==> src/hw/rtl/tfcs_pkg.sv <==
package tfcs_pkg;

    localparam int DEFAULT_LINE_LIMIT = 512;

    localparam int CFG_IDX_W  = 4;
    localparam int CFG_DATA_W = 16;

    localparam logic [CFG_IDX_W-1:0] CFG_COLUMN_MODE     = 4'd0;
    localparam logic [CFG_IDX_W-1:0] CFG_FIELD_DELIMITER = 4'd1;
    localparam logic [CFG_IDX_W-1:0] CFG_RANGE_LOW       = 4'd2;
    localparam logic [CFG_IDX_W-1:0] CFG_RANGE_HIGH      = 4'd3;

    localparam logic [7:0]  NEWLINE         = 8'd10;
    localparam logic [7:0]  RESET_DELIMITER = 8'd9;
    localparam logic [15:0] RESET_RANGE     = 16'd1;
    localparam logic [15:0] FIELD_FIRST     = 16'd1;
    localparam logic [15:0] FIELD_MAX       = 16'hFFFF;

    typedef struct packed {
        logic        column_mode;
        logic [7:0]  field_delimiter;
        logic [15:0] range_low;
        logic [15:0] range_high;
    } cfg_t;

    typedef struct packed {
        logic       emit;
        logic [7:0] value;
    } sel_t;

    // Range test on a 17-bit number so a column count never wraps.
    function automatic logic in_range(input logic [16:0] n, input logic [15:0] low,
                                      input logic [15:0] high);
        in_range = (n >= {1'b0, low}) && (n <= {1'b0, high});
    endfunction

endpackage

==> src/hw/rtl/tfcs_cfg.sv <==
module tfcs_cfg (
    input  logic                            clk,
    input  logic                            rst_n,
    input  logic                            cfg_valid,
    input  logic [tfcs_pkg::CFG_IDX_W-1:0]  cfg_index,
    input  logic [tfcs_pkg::CFG_DATA_W-1:0] cfg_data,
    output logic                            cfg_ready,
    output tfcs_pkg::cfg_t                  cfg
);

    tfcs_pkg::cfg_t cfg_reg;
    tfcs_pkg::cfg_t cfg_next;

    assign cfg_ready = 1'b1;
    assign cfg       = cfg_reg;

    always_comb
    begin
        cfg_next = cfg_reg;
        if (cfg_valid)
        begin
            case (cfg_index)
                tfcs_pkg::CFG_COLUMN_MODE:     cfg_next.column_mode     = cfg_data[0];
                tfcs_pkg::CFG_FIELD_DELIMITER: cfg_next.field_delimiter = cfg_data[7:0];
                tfcs_pkg::CFG_RANGE_LOW:       cfg_next.range_low       = cfg_data;
                tfcs_pkg::CFG_RANGE_HIGH:      cfg_next.range_high      = cfg_data;
                default:                       cfg_next = cfg_reg;
            endcase
        end
    end

    always_ff @(posedge clk or negedge rst_n)
    begin
        if (!rst_n)
        begin
            cfg_reg.column_mode     <= 1'b0;
            cfg_reg.field_delimiter <= tfcs_pkg::RESET_DELIMITER;
            cfg_reg.range_low       <= tfcs_pkg::RESET_RANGE;
            cfg_reg.range_high      <= tfcs_pkg::RESET_RANGE;
        end
        else
        begin
            cfg_reg <= cfg_next;
        end
    end

endmodule

==> src/hw/rtl/tfcs_select.sv <==
module tfcs_select #(
    parameter int LINE_LIMIT = tfcs_pkg::DEFAULT_LINE_LIMIT
) (
    input  logic           clk,
    input  logic           rst_n,
    input  logic           accept,
    input  logic [7:0]     in_byte,
    input  tfcs_pkg::cfg_t cfg,
    output tfcs_pkg::sel_t sel
);

    localparam int POS_W = (LINE_LIMIT > 2) ? $clog2(LINE_LIMIT) : 1;
    localparam logic [POS_W-1:0] POS_LAST = POS_W'(LINE_LIMIT - 1);

    logic [POS_W-1:0] pos_reg, pos_next;
    logic [15:0]      field_reg, field_next;
    logic             seen_reg, seen_next;

    logic [16:0] column;
    logic [15:0] field_inc;
    logic        emit;
    logic [7:0]  value;

    assign column    = 17'(pos_reg) + 17'd1;
    assign field_inc = (field_reg == tfcs_pkg::FIELD_MAX) ? tfcs_pkg::FIELD_MAX
                                                          : field_reg + 16'd1;

    always_comb
    begin
        pos_next   = pos_reg;
        field_next = field_reg;
        seen_next  = seen_reg;
        emit       = 1'b0;
        value      = in_byte;
        if (accept)
        begin
            if (in_byte == tfcs_pkg::NEWLINE)
            begin
                pos_next   = '0;
                field_next = tfcs_pkg::FIELD_FIRST;
                seen_next  = 1'b0;
                emit       = 1'b1;
            end
            else if (pos_reg != POS_LAST)
            begin
                // Bytes past the line limit leave all state untouched.
                pos_next = pos_reg + POS_W'(1);
                if (cfg.column_mode)
                begin
                    emit = tfcs_pkg::in_range(column, cfg.range_low, cfg.range_high);
                end
                else if (in_byte == cfg.field_delimiter)
                begin
                    seen_next  = seen_reg | tfcs_pkg::in_range({1'b0, field_reg},
                                                               cfg.range_low, cfg.range_high);
                    emit       = seen_next && tfcs_pkg::in_range({1'b0, field_inc},
                                                                 cfg.range_low, cfg.range_high);
                    field_next = field_inc;
                end
                else
                begin
                    emit = tfcs_pkg::in_range({1'b0, field_reg}, cfg.range_low, cfg.range_high);
                end
            end
        end
        sel.emit  = emit && (cfg.range_low != 16'd0);
        sel.value = value;
    end

    always_ff @(posedge clk or negedge rst_n)
    begin
        if (!rst_n)
        begin
            pos_reg   <= '0;
            field_reg <= tfcs_pkg::FIELD_FIRST;
            seen_reg  <= 1'b0;
        end
        else
        begin
            pos_reg   <= pos_next;
            field_reg <= field_next;
            seen_reg  <= seen_next;
        end
    end

endmodule

==> src/hw/rtl/tfcs_out.sv <==
module tfcs_out (
    input  logic           clk,
    input  logic           rst_n,
    input  logic           accept,
    input  tfcs_pkg::sel_t sel,
    input  logic           out_stall,
    output logic           out_valid,
    output logic [7:0]     out_byte,
    output logic           busy
);

    logic       valid_reg, valid_next;
    logic [7:0] byte_reg, byte_next;

    // A new beat may enter whenever the held one leaves in this cycle.
    assign busy      = valid_reg && out_stall;
    assign out_valid = valid_reg;
    assign out_byte  = byte_reg;

    always_comb
    begin
        valid_next = valid_reg;
        byte_next  = byte_reg;
        if (accept)
        begin
            valid_next = sel.emit;
            byte_next  = sel.value;
        end
        else if (!out_stall)
        begin
            valid_next = 1'b0;
        end
    end

    always_ff @(posedge clk or negedge rst_n)
    begin
        if (!rst_n)
        begin
            valid_reg <= 1'b0;
        end
        else
        begin
            valid_reg <= valid_next;
        end
    end

    always_ff @(posedge clk)
    begin
        byte_reg <= byte_next;
    end

endmodule

==> src/hw/rtl/text_field_column_selector_core.sv <==
// Cut-style field and column selector: one text byte per cycle in, at most one byte per cycle
// out, through a single output register loaded on accept. Each accepted byte updates
// the line position, field number and selected-field flag in the same cycle, so a new byte
// is taken every cycle unless the output register holds a stalled beat. Newline always
// passes (when range_low is nonzero) and restarts the line; lines keep only their first
// LINE_LIMIT-1 bytes. Configuration writes are taken at any time with ready tied high but
// should only be made while the stream is idle.
module text_field_column_selector_core #(
    parameter int LINE_LIMIT = tfcs_pkg::DEFAULT_LINE_LIMIT
) (
    input  logic                            clk,
    input  logic                            rst_n,
    input  logic                            in_valid,
    output logic                            in_stall,
    input  logic [7:0]                      in_byte,
    output logic                            out_valid,
    input  logic                            out_stall,
    output logic [7:0]                      out_byte,
    input  logic                            cfg_valid,
    output logic                            cfg_ready,
    input  logic [tfcs_pkg::CFG_IDX_W-1:0]  cfg_index,
    input  logic [tfcs_pkg::CFG_DATA_W-1:0] cfg_data
);

    tfcs_pkg::cfg_t cfg;
    tfcs_pkg::sel_t sel;
    logic           accept;
    logic           busy;

    assign in_stall = busy;
    assign accept   = in_valid && !busy;

    tfcs_cfg u_cfg (
        .clk       (clk),
        .rst_n     (rst_n),
        .cfg_valid (cfg_valid),
        .cfg_index (cfg_index),
        .cfg_data  (cfg_data),
        .cfg_ready (cfg_ready),
        .cfg       (cfg)
    );

    tfcs_select #(
        .LINE_LIMIT (LINE_LIMIT)
    ) u_select (
        .clk     (clk),
        .rst_n   (rst_n),
        .accept  (accept),
        .in_byte (in_byte),
        .cfg     (cfg),
        .sel     (sel)
    );

    tfcs_out u_out (
        .clk       (clk),
        .rst_n     (rst_n),
        .accept    (accept),
        .sel       (sel),
        .out_stall (out_stall),
        .out_valid (out_valid),
        .out_byte  (out_byte),
        .busy      (busy)
    );

endmodule

==> config.mk <==
export PLATFORM = sky130hd
export DESIGN_NAME = text_field_column_selector_core
export DESIGN_NICKNAME = d
export VERILOG_FILES = /design/src/hw/rtl/tfcs_pkg.sv /design/src/hw/rtl/tfcs_cfg.sv /design/src/hw/rtl/tfcs_select.sv /design/src/hw/rtl/tfcs_out.sv /design/src/hw/rtl/text_field_column_selector_core.sv
export SDC_FILE = /design/constraint.sdc
export NUM_CORES = 1
export LEC_CHECK = 0
export ABC_AREA = 1
export BUFFER_PORTS_ARGS = -buffer_cell sky130_fd_sc_hd__buf_2
export CAP_MARGIN = 25
export CORE_ASPECT_RATIO = 0.9
export CORE_MARGIN = 2
export CORE_UTILIZATION = 47
export DETAILED_ROUTE_END_ITERATION = 8
export HOLD_SLACK_MARGIN = 0.03
export SYNTH_ARGS = -nofsm -noshare
export SYNTH_HDL_FRONTEND = slang
export SYNTH_SLANG_ARGS = --single-unit
==> constraint.sdc <==
create_clock -name clk -period 4 [get_ports clk]
set_input_delay 0.4 -clock clk [delete_from_list [all_inputs] [get_ports clk]]
set_output_delay 0.4 -clock clk [all_outputs]
set_load 0.02 [all_outputs]
**After elaboration in Yosys (flattened, before gate mapping)**

Cells that the tools add are included.

- Register bits after elaboration: 76
- Input bits: 33
- Output and inout bits: 11

- $add $sub $neg: 3
- Order comparisons: 6
- Equal/unequal tests: 9
- Mux-type cells: 18
- Bitwise logic cells: 1
- Reduce and logical (&&, ||, !) cells: 18

Operators by type and width:

| kind | number |
|---|---|
| $mux W16 | 5 |
| $ge A16 B16 Y1 | 2 |
| $le A16 B16 Y1 | 2 |
| $mux W9 | 2 |
| $ge A17 B16 Y1 | 1 |
| $le A17 B16 Y1 | 1 |
| $add A16 B1 Y16 const B | 1 |
| $eq A16 B16 Y1 const B | 1 |
| $reduce_bool A16 Y1 | 1 |
| $mux W1 | 11 |
| $add A9 B1 Y10 const B | 1 |
| $reduce_and A2 Y1 | 5 |
| $add A9 B1 Y9 const B | 1 |
| $ne A9 B9 Y1 const B | 1 |
| $eq A4 B2 Y1 const B | 2 |
| $eq A8 B4 Y1 const B | 1 |
| $eq A8 B8 Y1 | 1 |
| $logic_and A1 B1 Y1 | 7 |
| $eq A4 B1 Y1 const B | 1 |
| $logic_not A4 Y1 | 1 |
| $ne A2 B1 Y1 const B | 2 |
| $reduce_and A4 Y1 | 1 |
| $reduce_bool A2 Y1 | 2 |
| $logic_not A1 Y1 | 1 |
| $or A1 B1 Y1 | 1 |

**Depth between registers and ports, before layout**

Gate-level depths: netlist of the first run.

- Word-level depth: 12
- Mapped depth: 26
- Depth with buffers taken out: 25

**Modules after synthesis**

A second synthesis of the first run with hierarchy kept.

- Cells, all modules: 800
- Area total of the unflattened synthesis: 6,069.6 µm²

Modules (own cells, without submodules):

| module | times used | cells an instance | area an instance (µm²) | seq. area each (µm²) |
|---|---|---|---|---|
| tfcs_select | 1 | 593 | 3,992.6 | 651.9 |
| tfcs_cfg | 1 | 190 | 1,778.0 | 1,031.0 |
| tfcs_out | 1 | 15 | 289.0 | 265.3 |
| text_field_column_selector_core | 1 | 2 | 10.0 | 0.0 |

**Least setup slack after synthesis of the first run**

OpenSTA, ideal clock, no wires.

- Path kind: register -> register
- Start: register u_select.field_reg[0]
- End: register u_out.valid_reg (netlist: u_out.out_valid)
- Library setup time: 0.117 ns
- Data arrival time: 2.744 ns
- Data required time: 3.883 ns
- Path slack: 1.139 ns
- Stages on the path, launching flop included: 24
- Period minus slack after synthesis: 2.861 ns
- Path through: dfstp_2 > ha_1 > nand2_1 > nor3_2 > nand3_1 > nor3_2 > nand3_1 > nand2_1 > nor3b_2 > inv_1 > ha_1 > nand2_1 > nor2_1 > nand4_1 > inv_1 > nand2_1 > nand2_1 > nand2_1 > nand2_1 > nand2_1 > nand4_1 > nand2_1 > nand2_1 > nand2_1

- Word-level cells in the longest chain between the ends: 12
- Elaborated cells between the ends (all ways): 18
- Classes of those cells: add/sub (1); order compare (4); eq/ne (1); mux (7); bitwise (1); reduce/logical (4)

RTL lines:

| item | RTL line | text |
|---|---|---|
| start: declaration | tfcs_select.sv:16 | `logic [15:0] field_reg, field_next;` |
| start signal: assignment | tfcs_select.sv:75 | `field_reg <= tfcs_pkg::FIELD_FIRST;` |
| start signal: assignment | tfcs_select.sv:81 | `field_reg <= field_next;` |
| $add A16 B1 Y16 / $eq A16 B16 Y1 (equally long branches) | tfcs_select.sv:26, tfcs_select.sv:25 |  |
| $mux W16 | tfcs_select.sv:25 | `assign field_inc = (field_reg == tfcs_pkg::FIELD_MAX) ? tfcs_pkg::FIELD_MAX` |
| $ge A16 B16 Y1 / $le A16 B16 Y1 (equally long branches) | tfcs_pkg.sv:34 | `in_range = (n >= {1'b0, low}) && (n <= {1'b0, high});` |
| $logic_and A1 B1 Y1 | tfcs_pkg.sv:34 |  |
| $logic_and A1 B1 Y1 | tfcs_select.sv:56 | `emit = seen_next && tfcs_pkg::in_range({1'b0, field_inc},` |
| $mux W1 * | tfcs_select.sv:52 | `else if (in_byte == cfg.field_delimiter)` |
| $mux W1 * | tfcs_select.sv:48 | `if (cfg.column_mode)` |
| $mux W1 * | tfcs_select.sv:44 | `else if (pos_reg != POS_LAST)` |
| $mux W1 * | tfcs_select.sv:37 | `if (in_byte == tfcs_pkg::NEWLINE)` |
| $mux W1 * | tfcs_select.sv:35 | `if (accept)` |
| $logic_and A1 B1 Y1 * | tfcs_select.sv:66 | `sel.emit = emit && (cfg.range_low != 16'd0);` |
| $mux W1 * | tfcs_out.sv:24 | `if (accept)` |
| end signal: assignment | tfcs_out.sv:43 | `valid_reg <= valid_next;` |
| end: declaration | tfcs_out.sv:12 | `logic valid_reg, valid_next;` |

Every way passes the cells marked *; elsewhere a longest branch is shown, timed or not.
A chain may end at the register's enable or synchronous reset.

**Worst setup path in the final report of the first run**

Same ends and word-level chain as after synthesis.

==> results of run 1 <==
-- metal layers --
layer | wire [um] | part of all wire [%] | vias to the layer above
met4 | 240 | 1.6 | 0
met5 | 0 | 0 | -
met1 | 7400 | 50 | 2239
met3 | 764 | 5.1 | 19
met2 | 6490 | 44 | 110
li1 | - | - | 2542
-- worst max-delay path: stages (launching register included) --
cell,delay [ns]
dfstp_2,0.54
ha_1,0.18
nand2_1,0.10
nor3_2,0.22
nand3_1,0.19
nor3_2,0.27
nand3_1,0.17
nand2_1,0.08
nor3b_2,0.20
inv_1,0.10
ha_1,0.28
nand2_1,0.04
nor2_1,0.15
nand4_1,0.10
inv_1,0.09
nand2_1,0.05
nand2_1,0.05
nand2_1,0.04
nand2_1,0.08
nand2_1,0.05
nand4_1,0.08
nand2_1,0.05
nand2_1,0.05
nand2_1,0.05
-- worst min path at each step --
stage,startpoint,endpoint,slack [ns],depth (start not counted)
final,in_byte[4],u_out.out_byte[4]$_DFFE_PP_,0.26,1
after floorplan,rst_n,u_cfg.cfg[10]$_DFFE_PN0P_,0.10,0
after global placement,u_cfg.cfg[22]$_DFFE_PN0P_,u_cfg.cfg[22]$_DFFE_PN0P_,0.47,2
after detailed placement,rst_n,u_select.pos_reg[4]$_DFFE_PN0P_,0.27,1
after global routing,in_byte[1],u_out.out_byte[1]$_DFFE_PP_,0.25,1
after CTS,in_byte[1],u_out.out_byte[1]$_DFFE_PP_,0.25,1
-- stage by stage --
step | hold slack (ns) | setup WS, ns | cell area [sq um] | util, %
after global routing | 0.252 | 0.301 | 6450 | 53.8
after global placement | 0.474 | 0.790 | 6090 | 50.8
after floorplan | 0.104 | 1.14 | 5730 | -
final | 0.260 | 0.662 | 6450 | 53.8
after CTS | 0.251 | 0.670 | 6420 | 53.6
after detailed placement | 0.273 | 0.692 | 6110 | 51.0
-- cells in the final DEF (no fill, tap or decap), types with 2 or more instances in the layout --
cell type / instances
a22o_1: 2
nor4_1: 3
clkbuf_16: 9
nand2_1: 171
nor3_2: 2
inv_6: 2
clkinv_4: 2
nor3_1: 11
nand4_1: 17
buf_2: 42
o21a_1: 4
dfstp_2: 5
buf_8: 2
a21o_1: 2
xor2_1: 19
o21ai_0: 60
o22ai_2: 4
inv_1: 128
nand3_1: 28
edfxtp_1: 8
dfrtp_1: 63
o22ai_1: 9
ha_1: 87
xnor2_1: 2
a21oi_1: 31
nor2_1: 61
o21bai_1: 3
a31oi_1: 2
-- logic make-up (layout without fill, tap and decap cells) --
kind of cell    Yosys count  in the layout  share of synthesized area [%]
simple gates            300            300                           22.3
other cells               1              1                         0.0654
flops                    76             76                           34.0
compound gates          119            119                           12.0
xor+xnor                 21             21                           3.21
buf+inv                 140            192                           9.52
fa+ha+maj                87             87                           19.0
-- power groups by stage --
stage	registers, mW	logic, mW	clock network (mW)
after global placement	1.13	1.50	0
after detailed placement	1.13	1.57	0
after global routing	1.15	1.86	0.862
final	1.12	1.59	0.809
after floorplan	1.09	1.15	0
after CTS	1.12	1.58	0.829
-- area by class of cell --
type	count	area, sq um
tap	160	200
inverter	129	485
clock inverter	7	70.1
fill	1148	5540
multi-input combinational	528	3240
timing repair buffer	47	278
sequential	76	1950
clock buffer	9	225
==> results.json, run 1 <==
{
  "synthesis.instances": 744,
  "min_period_over_period_pct": 83.4,
  "r2r_slack_ns": 0.66,
  "clkTransAtPathRegs_ns": 0.07,
  "busiest_layer": "met2",
  "p_comb_share_pct": 45.2,
  "vdd_drop_max_mv": 0.339,
  "dieArea_sq_um": 13100,
  "met1_usage_pct": 35.3,
  "grt_pass1_vias": 4825,
  "placedCellCount": 937,
  "r2r_cells": 23,
  "p_leak_nw": 3.43,
  "grt_pass1_wl_mm": 24.6,
  "grt_max_degree": 38,
  "cts_root_buffer": "clkbuf_16",
  "grt_overflow_total": 0,
  "synthTopCellsByArea": "dfrtp_1, ha_1, nand2_1",
  "cp-startpoint": "u_select.field_reg[0]$_DFFE_PN1P_",
  "fin_skew_ns": 0.0101,
  "viasPerCell": 5.14,
  "finalPower_mw": 3.52,
  "status": "finished, final reports clean",
  "cts_tree": "built",
  "synth.most_common_cell": "nand2_1",
  "fin_tns_setup_ns": 0,
  "cts_hold_buffers": 1,
  "first_pass_iters": 5,
  "synth_area_sq_um": 5730,
  "clkLatencyLatePin_ns": 0.35,
  "synth-seq-area-share_pct": 34.0,
  "ant_nets": 0,
  "yosysWarnings": 0,
  "worst_pin_slew_ns": 0.763,
  "start_util_pct": 47.8,
  "power_switching_mw": 1.50,
  "synth_top_area_share_pct": 27.5,
  "yosys-top-cells-count": "nand2_1, inv_1, ha_1",
  "rr_endpoint": "u_out.out_valid$_DFFE_PN0P_",
  "synth_top_cell_by_area": "dfrtp_1",
  "wl_per_cell_um": 15.6,
  "power_density_nw_per_um2": 545,
  "die_w_um": 120,
  "antenna_found_initial": 0,
  "area_growth_syn_to_layout_pct": 12.4,
  "finalWeightedCongestion": 0.889,
  "avgSynthCellArea_sq_um": 7.71,
  "crit_fanout": 3,
  "sequentialPowerShare_pct": 31.9,
  "rsz0062_at_grt": "false",
  "fin_nets": 911,
  "clock_sinks": 76,
  "swShare_pct": 42.8,
  "arrival_ns": 3.58,
  "drt_iter0_drc": 297,
  "numCtsBuffers": 9,
  "critPathLaunchType": "register",
  "maxSlewHeadroom_pct": 49.0,
  "top_level_ports": 44,
  "fmax_ghz": 0.300,
  "path_class": "reg2reg",
  "detailed_place_hpwl_mm": 11.9,
  "grtUsageMet2_pct": 38.4,
  "hold_path.class": "in2reg",
  "crit_required_ns": 4.24,
  "drv_slew": 0,
  "synth_edf_count": 8,
  "cp-endpoint": "u_out.out_valid$_DFFE_PN0P_",
  "h-tree-depth": 3,
  "num_vias": 4910,
  "clock_path_buffers": 2,
  "ctsResizeCount": 0,
  "crit-reg2reg-launch": "u_select.field_reg[0]$_DFFE_PN1P_",
  "finalSetupViolations": 0,
  "pwr-share-clk_pct": 23.0,
  "largest_reg_flops": 41,
  "synth_nets": 864,
  "grt_util_met3_pct": 4.97,
  "synthFlopType": "dfrtp_1",
  "maxCapViolations": 0,
  "grtUsageTotal_pct": 24.8,
  "drc": 0,
  "final_cells": 956,
  "layout-drive-gt1-share_pct": 10.1,
  "portBuffers": 42,
  "hold_viol": 0,
  "post_cts.repair.setup_buffers": 0,
  "ys_ff_latch": 76,
  "min_period_ns": 3.34,
  "routed_wl_mm": 14.9,
  "row_count": 38,
  "intPower_mw": 2.01,
  "coreArea_sq_um": 12000,
  "die_y_um": 109,
  "end_kind": "register",
  "antenna_cells": 0,
  "post_synth_num_cell_types": 37,
  "async_flop_share_pct": 89.5
}
(Power assumes the default switching activity.)
==> run 2: changes to the inputs <==
clock period = 3.1 ns   (was 4 ns; I/O delays follow)
==> results.json, run 2 (same netlist as run 1, synthesis figures left out) <==
{
  "path_class": "reg2reg",
  "grtUsageTotal_pct": 25.2,
  "fin_skew_ns": 0.00668,
  "drt_iter0_drc": 418,
  "start_util_pct": 47.8,
  "die_y_um": 109,
  "clkLatencyLatePin_ns": 0.36,
  "min_period_over_period_pct": 98.7,
  "wl_per_cell_um": 15.9,
  "routed_wl_mm": 15.5,
  "viasPerCell": 5.24,
  "row_count": 38,
  "clkTransAtPathRegs_ns": 0.07,
  "worst_pin_slew_ns": 0.539,
  "num-fill-cells": 1161,
  "finalSetupViolations": 0,
  "crit_required_ns": 3.35,
  "hold_path.class": "in2reg",
  "portBuffers": 42,
  "maxSlewHeadroom_pct": 63.8,
  "fmax_ghz": 0.327,
  "layout-drive-gt1-share_pct": 13.6,
  "clock_path_buffers": 2,
  "die_w_um": 120,
  "place_area_sq_um": 6240,
  "largest_reg_flops": 41,
  "crit_fanout": 3,
  "arrival_ns": 3.31,
  "final_cell_mix": "nand2_1, inv_1, ha_1, dfrtp_1, o21ai_0",
  "cts_root_buffer": "clkbuf_16",
  "power_density_nw_per_um2": 716,
  "ant_nets": 0,
  "p_leak_nw": 3.56,
  "holdWs_ns": 0.159,
  "num_vias": 5115,
  "hold_viol": 0,
  "maxCapViolations": 0,
  "top_level_ports": 44,
  "drc": 0,
  "coreArea_sq_um": 12000,
  "design_area_sq_um": 6700,
  "grt_max_degree": 62,
  "dieArea_sq_um": 13100,
  "drv_slew": 0,
  "r2r_cells": 23,
  "grt_overflow_total": 0,
  "detailed_place_hpwl_mm": 12.1,
  "cts_tree": "built",
  "fin_tns_setup_ns": 0,
  "status": "finished, final reports clean",
  "vdd_drop_max_mv": 0.658,
  "finalPower_mw": 4.80,
  "clock_sinks": 76,
  "antenna_cells": 0,
  "area_growth_syn_to_layout_pct": 16.9,
  "antenna_found_initial": 0,
  "finalWeightedCongestion": 0.891,
  "layout_commonest_cell": "nand2_1",
  "h-tree-depth": 3,
  "rsz0062_at_grt": "true",
  "first_pass_iters": 5,
  "numCtsBuffers": 9,
  "grt_pass1_wl_mm": 25.0,
  "min_period_ns": 3.06,
  "fin_nets": 931,
  "whs_path_depth": 1,
  "critPathLaunchType": "register",
  "grt_pass1_vias": 4858,
  "end_kind": "register"
}
[run 2: per-stage QoR]
step / worst slack [ns] / util, % / std cells
floorplan: 0.239 / - / 744
global placement: -0.0145 / 52.1 / 953
detailed placement: -0.218 / 52.1 / 953
CTS: 0.0164 / 55.6 / 973
global route: -0.207 / 56.0 / 976
finish: 0.0417 / 56.0 / 976
[run 2: routing by layer]
layer / global-route usage (%) / routed length (um)
met5: 0 / 0
met4: 9.30 / 388
met3: 4.50 / 842
met2: 39.5 / 6920
met1: 35.0 / 7350
[run 2: report_power, final]
group	switching [mW]	total [mW]	internal, mW	leakage (nW)
registers	0.208	1.44	1.23	0.906
logic	1.30	2.15	0.857	2.49
clock network	0.479	1.20	0.722	0.163
total	1.98	4.80	2.81	3.56
[run 2: final timing paths]
path                                                         from                                end  slack (ns)
worst max register to register  u_select.field_reg[0]$_DFFE_PN1P_        u_out.out_valid$_DFFE_PN0P_        0.04
min in group asynchronous                                   rst_n    u_select.pos_reg[2]$_DFFE_PN0P_        0.33
worst max-delay path            u_select.field_reg[0]$_DFFE_PN1P_        u_out.out_valid$_DFFE_PN0P_        0.04
max in group asynchronous                                   rst_n  u_select.field_reg[0]$_DFFE_PN1P_        2.13
worst min register to register           u_cfg.cfg[1]$_DFFE_PN0P_           u_cfg.cfg[1]$_DFFE_PN0P_        0.48
worst min-delay path                                   in_byte[1]        u_out.out_byte[1]$_DFFE_PP_        0.16
[run 2: layout make-up]
class                   count  area [sq um]  area share, %
flip-flops and latches     76          1950           29.1
clock inverters             7           106           1.59
clock buffers               9           225           3.36
well taps                 160           200           2.99
repair buffers             67           425           6.35
inverters                 129           485           7.24
multi-input cells         528          3310           49.4
[run 2: timing repair]
action	CTS	global route
setup endpoints to repair	1	1
pin swaps	6	2
hold buffers	1	0
setup buffers	3	3
hold endpoints to repair	7	0
gates resized for setup	11	6
[run 2: worst max-delay path: stages (launching register included)]
cell,delay [ns]
dfstp_2,0.57
ha_4,0.16
nand2_4,0.06
nor3_4,0.14
nand3_2,0.14
nor3_4,0.21
nand2_1,0.10
xor2_1,0.16
nor2_1,0.15
inv_1,0.09
ha_1,0.28
nand2_1,0.06
nor2_2,0.11
nand4_1,0.09
inv_1,0.09
nand2_1,0.06
nand2_1,0.05
nand2_1,0.04
nand2_1,0.07
nand2_1,0.06
nand4_1,0.09
nand2_1,0.05
nand2_1,0.05
nand2_1,0.05
